==> src/rtl/rttt_pkg.sv <==
`default_nettype none

package rttt_pkg;

    // Default geometry
    localparam int DEF_HISTORY_DEPTH     = 6;
    localparam int DEF_MIN_TREND_HISTORY = 4;
    localparam int DEF_HOLD_COUNT        = 3;

    // Request queue between front and back
    localparam int QUEUE_DEPTH = 2;
    localparam int QAW         = (QUEUE_DEPTH > 1) ? $clog2(QUEUE_DEPTH) : 1;
    localparam int QCW         = $clog2(QUEUE_DEPTH + 1);

    localparam int RSSI_W = 8;
    localparam int TIME_W = 32;
    localparam int LVL_W  = 3;
    localparam int MOVE_W = 2;
    localparam int IDX_W  = 3;

    // Configuration register indexes
    localparam logic [IDX_W-1:0] REG_THREAT_LOW      = 3'd0;
    localparam logic [IDX_W-1:0] REG_THREAT_MEDIUM   = 3'd1;
    localparam logic [IDX_W-1:0] REG_THREAT_HIGH     = 3'd2;
    localparam logic [IDX_W-1:0] REG_THREAT_CRITICAL = 3'd3;
    localparam logic [IDX_W-1:0] REG_APPROACH_MARGIN = 3'd4;
    localparam logic [IDX_W-1:0] REG_RECEDE_MARGIN   = 3'd5;
    localparam logic [IDX_W-1:0] REG_SILENCE_LEVEL   = 3'd6;
    localparam logic [IDX_W-1:0] REG_INITIAL_RSSI    = 3'd7;

    // Threat levels
    localparam logic [LVL_W-1:0] LVL_NONE     = 3'd0;
    localparam logic [LVL_W-1:0] LVL_LOW      = 3'd1;
    localparam logic [LVL_W-1:0] LVL_MEDIUM   = 3'd2;
    localparam logic [LVL_W-1:0] LVL_HIGH     = 3'd3;
    localparam logic [LVL_W-1:0] LVL_CRITICAL = 3'd4;

    typedef enum logic [MOVE_W-1:0] {
        TR_UNKNOWN     = 2'd0,
        TR_APPROACHING = 2'd1,
        TR_STATIC      = 2'd2,
        TR_RECEDING    = 2'd3
    } t_trend;

    typedef struct packed {
        logic signed [RSSI_W-1:0] threat_low;
        logic signed [RSSI_W-1:0] threat_medium;
        logic signed [RSSI_W-1:0] threat_high;
        logic signed [RSSI_W-1:0] threat_critical;
        logic signed [RSSI_W-1:0] approach_margin;
        logic signed [RSSI_W-1:0] recede_margin;
        logic signed [RSSI_W-1:0] silence_level;
        logic signed [RSSI_W-1:0] initial_rssi;
    } t_cfg;

    localparam t_cfg CFG_RESET = '{
        threat_low:      -8'sd90,
        threat_medium:   -8'sd80,
        threat_high:     -8'sd70,
        threat_critical: -8'sd60,
        approach_margin:  8'sd3,
        recede_margin:   -8'sd3,
        silence_level:   -8'sd110,
        initial_rssi:    -8'sd120
    };

    // One queued request: sample plus the rise decision made up front
    typedef struct packed {
        logic signed [RSSI_W-1:0] sample;
        logic                     rose;
        logic [TIME_W-1:0]        rise_time;
    } t_qent;

endpackage

`default_nettype wire

==> src/rtl/rttt_front.sv <==
`default_nettype none

module rttt_front
    import rttt_pkg::*;
(
    input  wire logic                     i_clk,
    input  wire logic                     i_rst_n,
    input  wire t_cfg                     i_cfg,
    input  wire logic                     i_valid,
    input  wire logic signed [RSSI_W-1:0] i_rssi_sample,
    input  wire logic [TIME_W-1:0]        i_sample_time,
    input  wire logic                     i_q_full,
    output logic                          o_push,
    output t_qent                         o_ent
);

    logic                     r_seen;
    logic signed [RSSI_W-1:0] r_prev;
    logic [TIME_W-1:0]        r_rise_time;

    logic signed [RSSI_W-1:0] prev;
    logic                     rose;

    // before the first sample the noise floor register stands in
    assign prev   = r_seen ? r_prev : $signed(i_cfg.initial_rssi);
    assign rose   = i_rssi_sample > prev;
    assign o_push = i_valid && !i_q_full;

    always_comb begin
        o_ent.sample    = i_rssi_sample;
        o_ent.rose      = rose;
        o_ent.rise_time = rose ? i_sample_time : r_rise_time;
    end

    always_ff @(posedge i_clk) begin
        if (!i_rst_n) begin
            r_seen      <= 1'b0;
            r_rise_time <= '0;
        end else if (o_push) begin
            r_seen <= 1'b1;
            if (rose) begin
                r_rise_time <= i_sample_time;
            end
        end
    end

    always_ff @(posedge i_clk) begin
        if (o_push) begin
            r_prev <= i_rssi_sample;
        end
    end

endmodule

`default_nettype wire

==> src/rtl/rttt_fifo.sv <==
`default_nettype none

module rttt_fifo
    import rttt_pkg::*;
(
    input  wire logic  i_clk,
    input  wire logic  i_rst_n,
    input  wire logic  i_push,
    input  wire t_qent i_ent,
    input  wire logic  i_pop,
    output logic       o_full,
    output logic       o_nonempty,
    output t_qent      o_ent
);

    t_qent            r_mem [QUEUE_DEPTH];
    logic [QAW-1:0]   r_wp;
    logic [QAW-1:0]   r_rp;
    logic [QCW-1:0]   r_count;

    logic             do_push;
    logic             do_pop;

    assign o_full     = (r_count == QCW'(QUEUE_DEPTH));
    assign o_nonempty = (r_count != '0);
    assign do_push    = i_push && !o_full;
    assign do_pop     = i_pop && o_nonempty;
    assign o_ent      = r_mem[r_rp];

    always_ff @(posedge i_clk) begin
        if (!i_rst_n) begin
            r_wp    <= '0;
            r_rp    <= '0;
            r_count <= '0;
        end else begin
            if (do_push) begin
                r_wp <= (r_wp == QAW'(QUEUE_DEPTH - 1)) ? '0 : r_wp + 1'b1;
            end
            if (do_pop) begin
                r_rp <= (r_rp == QAW'(QUEUE_DEPTH - 1)) ? '0 : r_rp + 1'b1;
            end
            if (do_push && !do_pop) begin
                r_count <= r_count + 1'b1;
            end else if (do_pop && !do_push) begin
                r_count <= r_count - 1'b1;
            end
        end
    end

    always_ff @(posedge i_clk) begin
        if (do_push) begin
            r_mem[r_wp] <= i_ent;
        end
    end

endmodule

`default_nettype wire

==> src/rtl/rttt_div.sv <==
`default_nettype none

// Signed by unsigned divide, truncating toward zero; one quotient bit a cycle.
module rttt_div #(
    parameter int NW = 11,
    parameter int DW = 3
) (
    input  wire logic                 i_clk,
    input  wire logic                 i_rst_n,
    input  wire logic                 i_start,
    input  wire logic signed [NW-1:0] i_dividend,
    input  wire logic [DW-1:0]        i_divisor,
    output logic                      o_done,
    output logic signed [NW-1:0]      o_quot
);

    localparam int CNW = $clog2(NW + 1);

    logic              r_busy;
    logic              r_done;
    logic [CNW-1:0]    r_cnt;
    logic [NW-1:0]     r_mag;
    logic [DW-1:0]     r_rem;
    logic [DW-1:0]     r_div;
    logic              r_neg;

    logic [DW:0]       rem_sh;
    logic              ge;
    logic [DW:0]       rem_nx;

    assign rem_sh = {r_rem, r_mag[NW-1]};
    assign ge     = rem_sh >= {1'b0, r_div};
    assign rem_nx = ge ? (rem_sh - {1'b0, r_div}) : rem_sh;
    assign o_done = r_done;
    assign o_quot = r_neg ? $signed(-r_mag) : $signed(r_mag);

    always_ff @(posedge i_clk) begin
        if (!i_rst_n) begin
            r_busy <= 1'b0;
            r_done <= 1'b0;
            r_cnt  <= '0;
        end else begin
            r_done <= !i_start && r_busy && (r_cnt == CNW'(1));
            if (i_start) begin
                r_busy <= 1'b1;
                r_cnt  <= CNW'(NW);
            end else if (r_busy) begin
                r_cnt <= r_cnt - 1'b1;
                if (r_cnt == CNW'(1)) begin
                    r_busy <= 1'b0;
                end
            end
        end
    end

    always_ff @(posedge i_clk) begin
        if (i_start) begin
            r_mag <= i_dividend[NW-1] ? NW'(-i_dividend) : i_dividend;
            r_neg <= i_dividend[NW-1];
            r_div <= i_divisor;
            r_rem <= '0;
        end else if (r_busy) begin
            r_mag <= {r_mag[NW-2:0], ge};
            r_rem <= rem_nx[DW-1:0];
        end
    end

endmodule

`default_nettype wire

==> src/rtl/rttt_back.sv <==
`default_nettype none

module rttt_back
    import rttt_pkg::*;
#(
    parameter int HISTORY_DEPTH     = DEF_HISTORY_DEPTH,
    parameter int MIN_TREND_HISTORY = DEF_MIN_TREND_HISTORY,
    parameter int HOLD_COUNT        = DEF_HOLD_COUNT,
    parameter int CW                = $clog2(HISTORY_DEPTH + 1)
) (
    input  wire logic                     i_clk,
    input  wire logic                     i_rst_n,
    input  wire t_cfg                     i_cfg,
    input  wire logic                     i_q_nonempty,
    input  wire t_qent                    i_q_ent,
    output logic                          o_q_pop,
    output logic                          o_valid,
    input  wire logic                     i_stall,
    output logic [LVL_W-1:0]              o_threat_level,
    output logic [MOVE_W-1:0]             o_movement,
    output logic signed [RSSI_W-1:0]      o_average_rssi,
    output logic                          o_rose,
    output logic [TIME_W-1:0]             o_last_rise_time,
    output logic [CW-1:0]                 o_valid_count
);

    localparam int AW   = (HISTORY_DEPTH > 1) ? $clog2(HISTORY_DEPTH) : 1;
    localparam int SW   = RSSI_W + CW;
    localparam int HCW  = $clog2(HOLD_COUNT + 1);
    localparam logic [AW-1:0] HALF  = AW'(HISTORY_DEPTH / 2);
    localparam logic [AW-1:0] LAST  = AW'(HISTORY_DEPTH - 1);
    localparam logic [CW-1:0] DEPTH = CW'(HISTORY_DEPTH);

    typedef enum logic [1:0] {
        S_IDLE,
        S_WALK,
        S_DIV,
        S_DONE
    } t_state;

    typedef enum logic [1:0] {
        D_AVG,
        D_NEW,
        D_OLD
    } t_dsel;

    t_state                   r_state;
    t_dsel                    r_dsel;
    logic                     r_dgo;
    logic                     n_dgo;

    logic signed [RSSI_W-1:0] r_hist [HISTORY_DEPTH];
    logic [AW-1:0]            r_wp;
    logic [CW-1:0]            r_fill;
    logic [AW-1:0]            r_addr;
    logic [AW-1:0]            r_pos;

    logic signed [RSSI_W-1:0] r_peak;
    logic signed [SW-1:0]     r_sum;
    logic signed [SW-1:0]     r_old_sum;
    logic signed [SW-1:0]     r_new_sum;
    logic [CW-1:0]            r_old_n;
    logic [CW-1:0]            r_new_n;
    logic signed [RSSI_W-1:0] r_avg;
    logic signed [RSSI_W-1:0] r_new_avg;
    logic signed [RSSI_W-1:0] r_old_avg;
    logic                     r_rose;
    logic [TIME_W-1:0]        r_rise_time;

    t_trend                   r_held;
    logic [HCW-1:0]           r_hold;

    logic                     r_ovalid;
    logic [LVL_W-1:0]         r_olevel;
    t_trend                   r_omove;
    logic signed [RSSI_W-1:0] r_oavg;
    logic                     r_orose;
    logic [TIME_W-1:0]        r_orise;
    logic [CW-1:0]            r_ocount;

    // walk / divide helpers
    logic signed [RSSI_W-1:0] v;
    logic signed [SW-1:0]     v_ext;
    logic                     loud;
    logic [CW-1:0]            fill_nx;
    logic [AW-1:0]            wp_nx;
    logic                     walk_end;
    logic                     trend_ok;
    logic signed [SW-1:0]     div_a;
    logic [CW-1:0]            div_b;
    logic                     div_done;
    logic signed [SW-1:0]     div_q;

    // result helpers
    logic signed [RSSI_W:0]   diff;
    t_trend                   raw;
    t_trend                   move;
    t_trend                   held_nx;
    logic [HCW-1:0]           hold_nx;
    logic [HCW-1:0]           hold_inc;
    logic [LVL_W-1:0]         level;
    logic                     out_free;
    logic                     load_out;

    assign v        = r_hist[r_addr];
    assign v_ext    = {{CW{v[RSSI_W-1]}}, v};
    assign loud     = v > $signed(i_cfg.silence_level);
    assign fill_nx  = (r_fill < DEPTH) ? r_fill + 1'b1 : r_fill;
    assign wp_nx    = (r_wp == LAST) ? '0 : r_wp + 1'b1;
    assign walk_end = (CW'(r_pos) == r_fill - CW'(1));
    assign trend_ok = (32'(r_fill) >= 32'(MIN_TREND_HISTORY))
                      && (r_old_n != '0) && (r_new_n != '0);
    assign out_free = !r_ovalid || !i_stall;
    assign load_out = (r_state == S_DONE) && out_free;
    assign o_q_pop  = (r_state == S_IDLE) && i_q_nonempty;

    // divider kick: after the walk, then for each trend mean
    assign n_dgo = ((r_state == S_WALK) && walk_end)
                   || ((r_state == S_DIV) && div_done
                       && ((r_dsel == D_NEW) || ((r_dsel == D_AVG) && trend_ok)));

    always_comb begin
        unique case (r_dsel)
            D_AVG: begin
                div_a = r_sum;
                div_b = r_fill;
            end
            D_NEW: begin
                div_a = r_new_sum;
                div_b = r_new_n;
            end
            D_OLD: begin
                div_a = r_old_sum;
                div_b = r_old_n;
            end
            default: begin
                div_a = r_sum;
                div_b = r_fill;
            end
        endcase
    end

    rttt_div #(
        .NW (SW),
        .DW (CW)
    ) u_div (
        .i_clk      (i_clk),
        .i_rst_n    (i_rst_n),
        .i_start    (r_dgo),
        .i_dividend (div_a),
        .i_divisor  (div_b),
        .o_done     (div_done),
        .o_quot     (div_q)
    );

    // threat level from the history peak
    always_comb begin
        priority if (r_peak >= $signed(i_cfg.threat_critical)) begin
            level = LVL_CRITICAL;
        end else if (r_peak >= $signed(i_cfg.threat_high)) begin
            level = LVL_HIGH;
        end else if (r_peak >= $signed(i_cfg.threat_medium)) begin
            level = LVL_MEDIUM;
        end else if (r_peak >= $signed(i_cfg.threat_low)) begin
            level = LVL_LOW;
        end else begin
            level = LVL_NONE;
        end
    end

    // raw trend, then hold-count hysteresis
    always_comb begin
        diff = {r_new_avg[RSSI_W-1], r_new_avg} - {r_old_avg[RSSI_W-1], r_old_avg};
        if (!trend_ok) begin
            raw = TR_UNKNOWN;
        end else if (diff > $signed({i_cfg.approach_margin[RSSI_W-1],
                                     i_cfg.approach_margin})) begin
            raw = TR_APPROACHING;
        end else if (diff < $signed({i_cfg.recede_margin[RSSI_W-1],
                                     i_cfg.recede_margin})) begin
            raw = TR_RECEDING;
        end else begin
            raw = TR_STATIC;
        end

        hold_inc = r_hold + 1'b1;
        held_nx  = r_held;
        hold_nx  = r_hold;
        move     = r_held;
        priority if (raw == r_held) begin
            hold_nx = '0;
        end else if (raw == TR_UNKNOWN) begin
            move = r_held;
        end else if (r_held == TR_UNKNOWN) begin
            hold_nx = '0;
            held_nx = raw;
            move    = raw;
        end else if (r_hold < HCW'(HOLD_COUNT)) begin
            if (hold_inc < HCW'(HOLD_COUNT)) begin
                hold_nx = hold_inc;
            end else begin
                hold_nx = '0;
                held_nx = raw;
                move    = raw;
            end
        end else begin
            hold_nx = '0;
            held_nx = raw;
            move    = raw;
        end
    end

    always_ff @(posedge i_clk) begin
        if (!i_rst_n) begin
            r_state  <= S_IDLE;
            r_dsel   <= D_AVG;
            r_dgo    <= 1'b0;
            r_wp     <= '0;
            r_fill   <= '0;
            r_held   <= TR_UNKNOWN;
            r_hold   <= '0;
            r_ovalid <= 1'b0;
        end else begin
            r_dgo <= n_dgo;
            if (load_out) begin
                r_ovalid <= 1'b1;
            end else if (!i_stall) begin
                r_ovalid <= 1'b0;
            end
            unique case (r_state)
                S_IDLE: begin
                    if (i_q_nonempty) begin
                        r_hist[r_wp] <= i_q_ent.sample;
                        r_wp         <= wp_nx;
                        r_fill       <= fill_nx;
                        // full ring reads oldest first from the write pointer
                        r_addr       <= (fill_nx == DEPTH) ? wp_nx : '0;
                        r_pos        <= '0;
                        r_peak       <= {1'b1, {(RSSI_W-1){1'b0}}};
                        r_sum        <= '0;
                        r_old_sum    <= '0;
                        r_new_sum    <= '0;
                        r_old_n      <= '0;
                        r_new_n      <= '0;
                        r_rose       <= i_q_ent.rose;
                        r_rise_time  <= i_q_ent.rise_time;
                        r_state      <= S_WALK;
                    end
                end
                S_WALK: begin
                    if (v > r_peak) begin
                        r_peak <= v;
                    end
                    r_sum <= r_sum + v_ext;
                    if (loud) begin
                        if (r_pos < HALF) begin
                            r_old_sum <= r_old_sum + v_ext;
                            r_old_n   <= r_old_n + 1'b1;
                        end else begin
                            r_new_sum <= r_new_sum + v_ext;
                            r_new_n   <= r_new_n + 1'b1;
                        end
                    end
                    r_addr <= (r_addr == LAST) ? '0 : r_addr + 1'b1;
                    r_pos  <= r_pos + 1'b1;
                    if (walk_end) begin
                        r_dsel  <= D_AVG;
                        r_state <= S_DIV;
                    end
                end
                S_DIV: begin
                    if (div_done) begin
                        unique case (r_dsel)
                            D_AVG: begin
                                r_avg <= div_q[RSSI_W-1:0];
                                if (trend_ok) begin
                                    r_dsel <= D_NEW;
                                end else begin
                                    r_state <= S_DONE;
                                end
                            end
                            D_NEW: begin
                                r_new_avg <= div_q[RSSI_W-1:0];
                                r_dsel    <= D_OLD;
                            end
                            D_OLD: begin
                                r_old_avg <= div_q[RSSI_W-1:0];
                                r_state   <= S_DONE;
                            end
                            default: begin
                                r_state <= S_DONE;
                            end
                        endcase
                    end
                end
                S_DONE: begin
                    if (out_free) begin
                        r_held   <= held_nx;
                        r_hold   <= hold_nx;
                        r_olevel <= level;
                        r_omove  <= move;
                        r_oavg   <= r_avg;
                        r_orose  <= r_rose;
                        r_orise  <= r_rise_time;
                        r_ocount <= r_fill;
                        r_state  <= S_IDLE;
                    end
                end
                default: begin
                    r_state <= S_IDLE;
                end
            endcase
        end
    end

    assign o_valid          = r_ovalid;
    assign o_threat_level   = r_olevel;
    assign o_movement       = r_omove;
    assign o_average_rssi   = r_oavg;
    assign o_rose           = r_orose;
    assign o_last_rise_time = r_orise;
    assign o_valid_count    = r_ocount;

`ifndef SYNTHESIS
    a_walk_in_fill: assert property (@(posedge i_clk) disable iff (!i_rst_n)
        (r_state == S_WALK) |-> (CW'(r_pos) < r_fill))
        else $error("history walk ran past the valid entries");

    a_fill_bound: assert property (@(posedge i_clk) disable iff (!i_rst_n)
        r_fill <= DEPTH)
        else $error("fill count above history depth");

    a_hold_idle: assert property (@(posedge i_clk) disable iff (!i_rst_n)
        (r_held == TR_UNKNOWN) |-> (r_hold == '0))
        else $error("hold counter running with no held trend");

    a_div_owned: assert property (@(posedge i_clk) disable iff (!i_rst_n)
        div_done |-> (r_state == S_DIV) && !r_dgo)
        else $error("divider finished outside the divide phase");
`endif

endmodule

`default_nettype wire

==> src/rtl/rssi_threat_and_trend_tracker_unit.sv <==
`default_nettype none

// RSSI threat and trend tracker.
// Input channel: i_in_valid / o_in_stall carry one request (signed RSSI sample in
// dBm plus a 32-bit ms timestamp). A request is taken on a clock edge with valid
// high and stall low. The front stage decides the rise flag at once and parks the
// request in a two-entry queue; stall rises only when that queue is full.
// Output channel: o_out_valid / i_out_stall carry one result per request
// (threat level, held movement trend, truncated average, rise flag, last rise
// time, valid history count). The result sits in an output register until taken,
// and the back stage keeps working on the next queued request meanwhile.
// Per request: a queue pop, a walk over the valid history entries, one divide
// for the average and two more once the trend is evaluable, then a load into
// the output register. The back stage starts the next queued request only
// after that load, as the bit-serial divider is shared by all three divides.
// Configuration: plain write port, register i at index i; the user must write it
// only while idle, as the block itself does not enforce this.
// Reset (synchronous, active low) empties the queue, clears the history pointer,
// fill count, hysteresis and rise time, and loads register defaults.
module rssi_threat_and_trend_tracker_unit
    import rttt_pkg::*;
#(
    parameter int HISTORY_DEPTH     = DEF_HISTORY_DEPTH,
    parameter int MIN_TREND_HISTORY = DEF_MIN_TREND_HISTORY,
    parameter int HOLD_COUNT        = DEF_HOLD_COUNT
) (
    input  wire logic                               i_clk,
    input  wire logic                               i_rst_n,
    input  wire logic                               i_cfg_we,
    input  wire logic [IDX_W-1:0]                   i_cfg_idx,
    input  wire logic [RSSI_W-1:0]                  i_cfg_data,
    input  wire logic                               i_in_valid,
    output logic                                    o_in_stall,
    input  wire logic signed [RSSI_W-1:0]           i_rssi_sample,
    input  wire logic [TIME_W-1:0]                  i_sample_time,
    output logic                                    o_out_valid,
    input  wire logic                               i_out_stall,
    output logic [LVL_W-1:0]                        o_threat_level,
    output logic [MOVE_W-1:0]                       o_movement,
    output logic signed [RSSI_W-1:0]                o_average_rssi,
    output logic                                    o_rose,
    output logic [TIME_W-1:0]                       o_last_rise_time,
    output logic [$clog2(HISTORY_DEPTH + 1)-1:0]    o_valid_count
);

    localparam int CW = $clog2(HISTORY_DEPTH + 1);

    t_cfg  r_cfg;
    logic  push;
    t_qent push_ent;
    logic  q_full;
    logic  q_nonempty;
    logic  q_pop;
    t_qent q_ent;

    // configuration registers; all eight indexes are decoded
    always_ff @(posedge i_clk) begin
        if (!i_rst_n) begin
            r_cfg <= CFG_RESET;
        end else if (i_cfg_we) begin
            unique case (i_cfg_idx)
                REG_THREAT_LOW:      r_cfg.threat_low      <= i_cfg_data;
                REG_THREAT_MEDIUM:   r_cfg.threat_medium   <= i_cfg_data;
                REG_THREAT_HIGH:     r_cfg.threat_high     <= i_cfg_data;
                REG_THREAT_CRITICAL: r_cfg.threat_critical <= i_cfg_data;
                REG_APPROACH_MARGIN: r_cfg.approach_margin <= i_cfg_data;
                REG_RECEDE_MARGIN:   r_cfg.recede_margin   <= i_cfg_data;
                REG_SILENCE_LEVEL:   r_cfg.silence_level   <= i_cfg_data;
                REG_INITIAL_RSSI:    r_cfg.initial_rssi    <= i_cfg_data;
                default:             r_cfg                 <= r_cfg;
            endcase
        end
    end

    assign o_in_stall = q_full;

    // front: rise detection against the previous sample
    rttt_front u_front (
        .i_clk         (i_clk),
        .i_rst_n       (i_rst_n),
        .i_cfg         (r_cfg),
        .i_valid       (i_in_valid),
        .i_rssi_sample (i_rssi_sample),
        .i_sample_time (i_sample_time),
        .i_q_full      (q_full),
        .o_push        (push),
        .o_ent         (push_ent)
    );

    rttt_fifo u_fifo (
        .i_clk      (i_clk),
        .i_rst_n    (i_rst_n),
        .i_push     (push),
        .i_ent      (push_ent),
        .i_pop      (q_pop),
        .o_full     (q_full),
        .o_nonempty (q_nonempty),
        .o_ent      (q_ent)
    );

    // back: history ring, statistics, divides, hysteresis, output register
    rttt_back #(
        .HISTORY_DEPTH     (HISTORY_DEPTH),
        .MIN_TREND_HISTORY (MIN_TREND_HISTORY),
        .HOLD_COUNT        (HOLD_COUNT),
        .CW                (CW)
    ) u_back (
        .i_clk            (i_clk),
        .i_rst_n          (i_rst_n),
        .i_cfg            (r_cfg),
        .i_q_nonempty     (q_nonempty),
        .i_q_ent          (q_ent),
        .o_q_pop          (q_pop),
        .o_valid          (o_out_valid),
        .i_stall          (i_out_stall),
        .o_threat_level   (o_threat_level),
        .o_movement       (o_movement),
        .o_average_rssi   (o_average_rssi),
        .o_rose           (o_rose),
        .o_last_rise_time (o_last_rise_time),
        .o_valid_count    (o_valid_count)
    );

endmodule

`default_nettype wire

==> config.mk <==
export PLATFORM = sky130hd
export DESIGN_NAME = rssi_threat_and_trend_tracker_unit
export DESIGN_NICKNAME = d
export VERILOG_FILES = /design/src/rtl/rttt_pkg.sv /design/src/rtl/rttt_front.sv /design/src/rtl/rttt_fifo.sv /design/src/rtl/rttt_div.sv /design/src/rtl/rttt_back.sv /design/src/rtl/rssi_threat_and_trend_tracker_unit.sv
export SDC_FILE = /design/constraint.sdc
export NUM_CORES = 1
export LEC_CHECK = 0
export BUFFER_PORTS_ARGS = -buffer_cell sky130_fd_sc_hd__clkbuf_2
export CORE_MARGIN = 3
export CORE_UTILIZATION = 60
export CTS_CLUSTER_DIAMETER = 30
export CTS_CLUSTER_SIZE = 28
export DETAILED_ROUTE_END_ITERATION = 7
export PLACE_DENSITY = 0.76
export SKIP_LAST_GASP = 1
export SYNTH_ARGS = -nofsm -noshare
export SYNTH_HDL_FRONTEND = slang
export SYNTH_SLANG_ARGS = --single-unit
==> constraint.sdc <==
create_clock -name i_clk -period 7.4 [get_ports i_clk]
set_input_delay 0.74 -clock i_clk [delete_from_list [all_inputs] [get_ports i_clk]]
set_output_delay 0.74 -clock i_clk [all_outputs]
set_load 0.005 [all_outputs]
==> summary.md <==
| Metric | Value |
|---|---|
| Layout overhead on the synthesized area | `19.07%` |
| Max Root-Sink Buffers | `3` |
| P_leak | `9.900 nW` |
| Mapped cell area | `between 20000 and 25000 µm²` |
| Clk_lat worst skew | `620 ps` |
| Int Power | `approximately 7.3 mW` |
| Vias in the first global route | `roughly 16000` |
| Die area | `38280 µm²` |
| Routed vias | `around 15000` |
| Part of the cycle the worst path needs | `59.90%` |
| Vias per Instance | `~6.0` |
| Met3 usage | `between 6 and 7%` |
| Sequential fraction of design power | `around 33%` |
| Fin Clk Skew | `about 38 ps` |
| Post-CTS Resized | `0` |
| GP Congestion | `between 0.8 and 0.9` |
| # clock sinks | `442` |
| Post-synth EDFFs | `approximately 310` |
| Clock share of power | `38.4%` |
| Initial drt markers | `~1100` |
| Yosys top cell area share | `43.41%` |
| Ys flop type | `edfxtp_1` |
| FILL cells | `around 2300` |
| Syn Inst Count | `~1900` |
| Final HPWL DP | `roughly 32000 µm` |
| Detail Route Antenna Nets | `0` |
| Worst EP arrival | `~4700 ps` |
| Hold buffers post-CTS | `0` |
| Fin. max-slew vios | `0` |
| Critical path class | `register to register` |
| Post-CTS repair timing setup buffer count | `0` |
| Switching share of power | `32.54%` |
| WL per Instance | `~19 µm` |
| Psw | `roughly 3.5 mW` |
| Io pins | `107` |
| Yosys warns | `0` |
| Total Power | `~11 mW` |
| Worst setup EP type | `register` |
| Worst Hold Class | `primary input to register` |
| Syn nets | `around 2100` |
| RSZ-0062 raised after global routing | `false` |
| CTS tree | `yes` |
| Top cells by area, synth | `edfxtp_1, dfxtp_1, ha_1` |
| Post-layout min period | `around 4400 ps` |
| First-pass DRT Iterations | `6` |
| Cell variety after synth | `a little over 70` |
| Seq cells post-synth | `442` |
| # Max-Cap Violations | `0` |
| Fmax achieved | `225.6 MHz` |
| Measured slew at the worst slew-check pin | `between 1000 and 1500 ps` |
| Max_slew headroom | `between 20% and 30%` |
| Pin count of the biggest net entering global routing | `67` |
| Grt total ovfl | `0` |
| Routed WL | `between 50000 and 60000 µm` |
| Setup TNS | `0 ps` |
| CP max FO | `16` |
| Layout cells sized above 1 | `about 17%` |
| Initial antenna violation count | `1` |
| Crit path launch type | `register` |
| Status | `finished, final reports clean` |
| Worst vdd ir | `~290 µV` |
| CTS Root Cell | `clkbuf_16` |
| Total clock buffers created by CTS | `between 80 and 90` |
| Met2 GRT Util | `between 40% and 50%` |
| Worst-path clk slew | `50 ps` |
| Chip Width | `between 150 and 200 µm` |
| GRT Util Overall | `between 20% and 30%` |
| Initial cell density of the core | `between 60% and 70%` |
| Dominant cell type by area after synthesis | `edfxtp_1` |
| Hold WS | `347.5 ps` |
| Required time worst endpoint | `between 7000 and 8000 ps` |
| IO buf count | `~110` |
| Avg Inst Size Synth | `between 10 and 15 µm²` |
| Die height | `between 150 and 200 µm` |
| GRT busiest layer | `met2` |
| M1 GR Usage | `between 30% and 40%` |
| Nets@finish | `between 2000 and 2500` |
| First-pass GRT wire length | `between 80000 and 90000 µm` |
| Async SR Flop Fraction | `0%` |
| Post-synthesis sequential area ratio | `55.47%` |
| Setup Viol. Count Final | `0` |
| Cell row count | `68` |
| DRC violations left | `0` |
| Comb power frac | `between 20 and 30%` |
| Pwr dens | `approximately 420 nW/µm²` |
| CORE AREA | `approximately 35000 µm²` |
| Htree depth | `3` |
| Final hold viol count | `0` |
[final timing paths]
check        slack [ps]  cells past startpoint                   from                    endpoint
min reg2reg         410                      0  u_back.r_rise_time[3]  u_back.o_last_rise_time[3]
max                2970                     10               register         u_back.r_old_sum[5]
max reg2reg        2970                     10               register         u_back.r_old_sum[5]
min                 350                      1       i_rssi_sample[5]           u_front.r_prev[5]
[power by group through the flow]
stage               Combinational [mW]  Sequential, mW  Clock (mW)
floorplan                         2.38            3.47           0
global placement                  2.87            3.62           0
detailed placement                2.99            3.64           0
CTS                               3.05            3.61        4.22
global route                      3.44            3.66        4.34
finish                            3.08            3.61        4.17
[Yosys cell counts (7+ instances only)]
cell / number
buf_2: 8
a22o_1: 11
clkbuf_1: 68
a21oi_1: 94
o211ai_1: 63
mux4_2: 7
o21ai_0: 34
o22ai_1: 14
o31ai_1: 8
o21a_1: 23
dfxtp_1: 130
mux2i_1: 66
nand4_1: 7
and3_1: 9
mux2_2: 51
inv_1: 124
a21boi_0: 14
and2_1: 16
a21o_1: 8
nor3_1: 26
ha_1: 134
buf_1: 11
nor2b_1: 54
nor2_1: 104
a22oi_1: 39
xor2_1: 11
nand3_1: 86
o21ai_1: 13
a211oi_1: 11
nand2b_1: 29
nand2_1: 232
edfxtp_1: 312
xnor2_1: 28
[cells by family (layout without fill, tap and decap cells)]
group                      count (synthesis)  after routing  share of synthesized area, %
and+or+nand+nor                          588            588                         12.59
muxes                                    125            125                         6.574
buffers and inverters                    224            420                         4.081
other                                      0              1                             0
AOI/OAI and AO/OA                        366            366                         11.36
xor gates and xnor gates                  40             40                         1.687
adders and majority gates                139            139                         8.232
DFF                                      442            442                         55.47
[registers in the layout (all words and copies together), names as in the netlist, 4 cells and up, named ones only]
name,count
u_back.o_average_rssi,8
u_back.r_new_sum,11
u_back.r_sum,11
u_back.r_new_avg,8
u_back.r_old_sum,11
u_front.r_rise_time,32
u_back.u_div.r_mag,11
u_back.r_rise_time,32
u_back.r_avg,8
u_back.u_div.r_cnt,4
u_fifo.r_mem,82
u_back.r_old_avg,8
u_back.r_hist,48
u_back.o_last_rise_time,32
r_cfg,64
u_back.r_peak,8
u_front.r_prev,8
[critical path: stages (launching register included)]
cell and delay (ps):
dfxtp_1 950, mux4_2 590, o21ai_1 480, inv_1 270
ha_1 350, nor2b_1 160, o21a_1 150, o21a_1 120
o21ai_0 90, a31oi_1 240, a22o_1 610
[layout by cell type, fill, tap and decap left out, drive strengths merged, types with 5 or more instances in the layout]
master	Yosys	routed
nand2b	29	29
nand4	7	7
nand2	232	232
o22ai	14	14
clkinvlp	0	8
a31oi	5	5
o21a	23	23
dfxtp	130	130
fa	5	5
or3	6	6
xor2	11	11
a211oi	12	12
nor2b	54	54
nor3	26	26
o21ai	48	48
edfxtp	312	312
mux2i	66	66
a22o	11	11
mux4	8	8
xnor2	28	28
and3	9	9
clkinv	1	32
and2	16	16
a22oi	39	39
clkbuf	74	210
or2	6	6
a21o	8	8
a21oi	95	95
o31ai	8	8
inv	126	139
bufinv	0	11
nand3	86	86
buf	23	20
mux2	51	51
ha	134	134
o211ai	63	63
a21boi	14	14
nor2	104	104
[cell type report]
cell class	instances	area, µm²	share of cell area (%)
sequential	442	11970	46.59
multi-input combinational	1258	8788	34.20
clock buffer	105	2424	9.431
clock inverter	63	788.3	3.067
timing repair buffer	125	675.6	2.629
tap	455	569.3	2.215
inverter	127	476.7	1.855
antenna	1	2.502	0.009738
[through the flow]
step | area [µm²] | instances | setup WS, ps | utilization [%]
after floorplan | 21580 | 1924 | 3460 | -
after global placement | 22480 | 2407 | 3127 | 64.28
after detailed placement | 22480 | 2407 | 3023 | 64.28
after CTS | 25690 | 2575 | 2944 | 73.47
after global routing | 25700 | 2576 | 2614 | 73.49
final | 25700 | 2576 | 2968 | 73.49
[routing by layer]
layer	wire (µm)	up-vias	share of wire, %
li1	-	7242	-
met3	3551	143	7.1
met1	20220	7459	40
met4	1803	0	3.6
met5	0	-	0
met2	24460	608	49
Note: power is estimated with default switching activity, not from simulation.
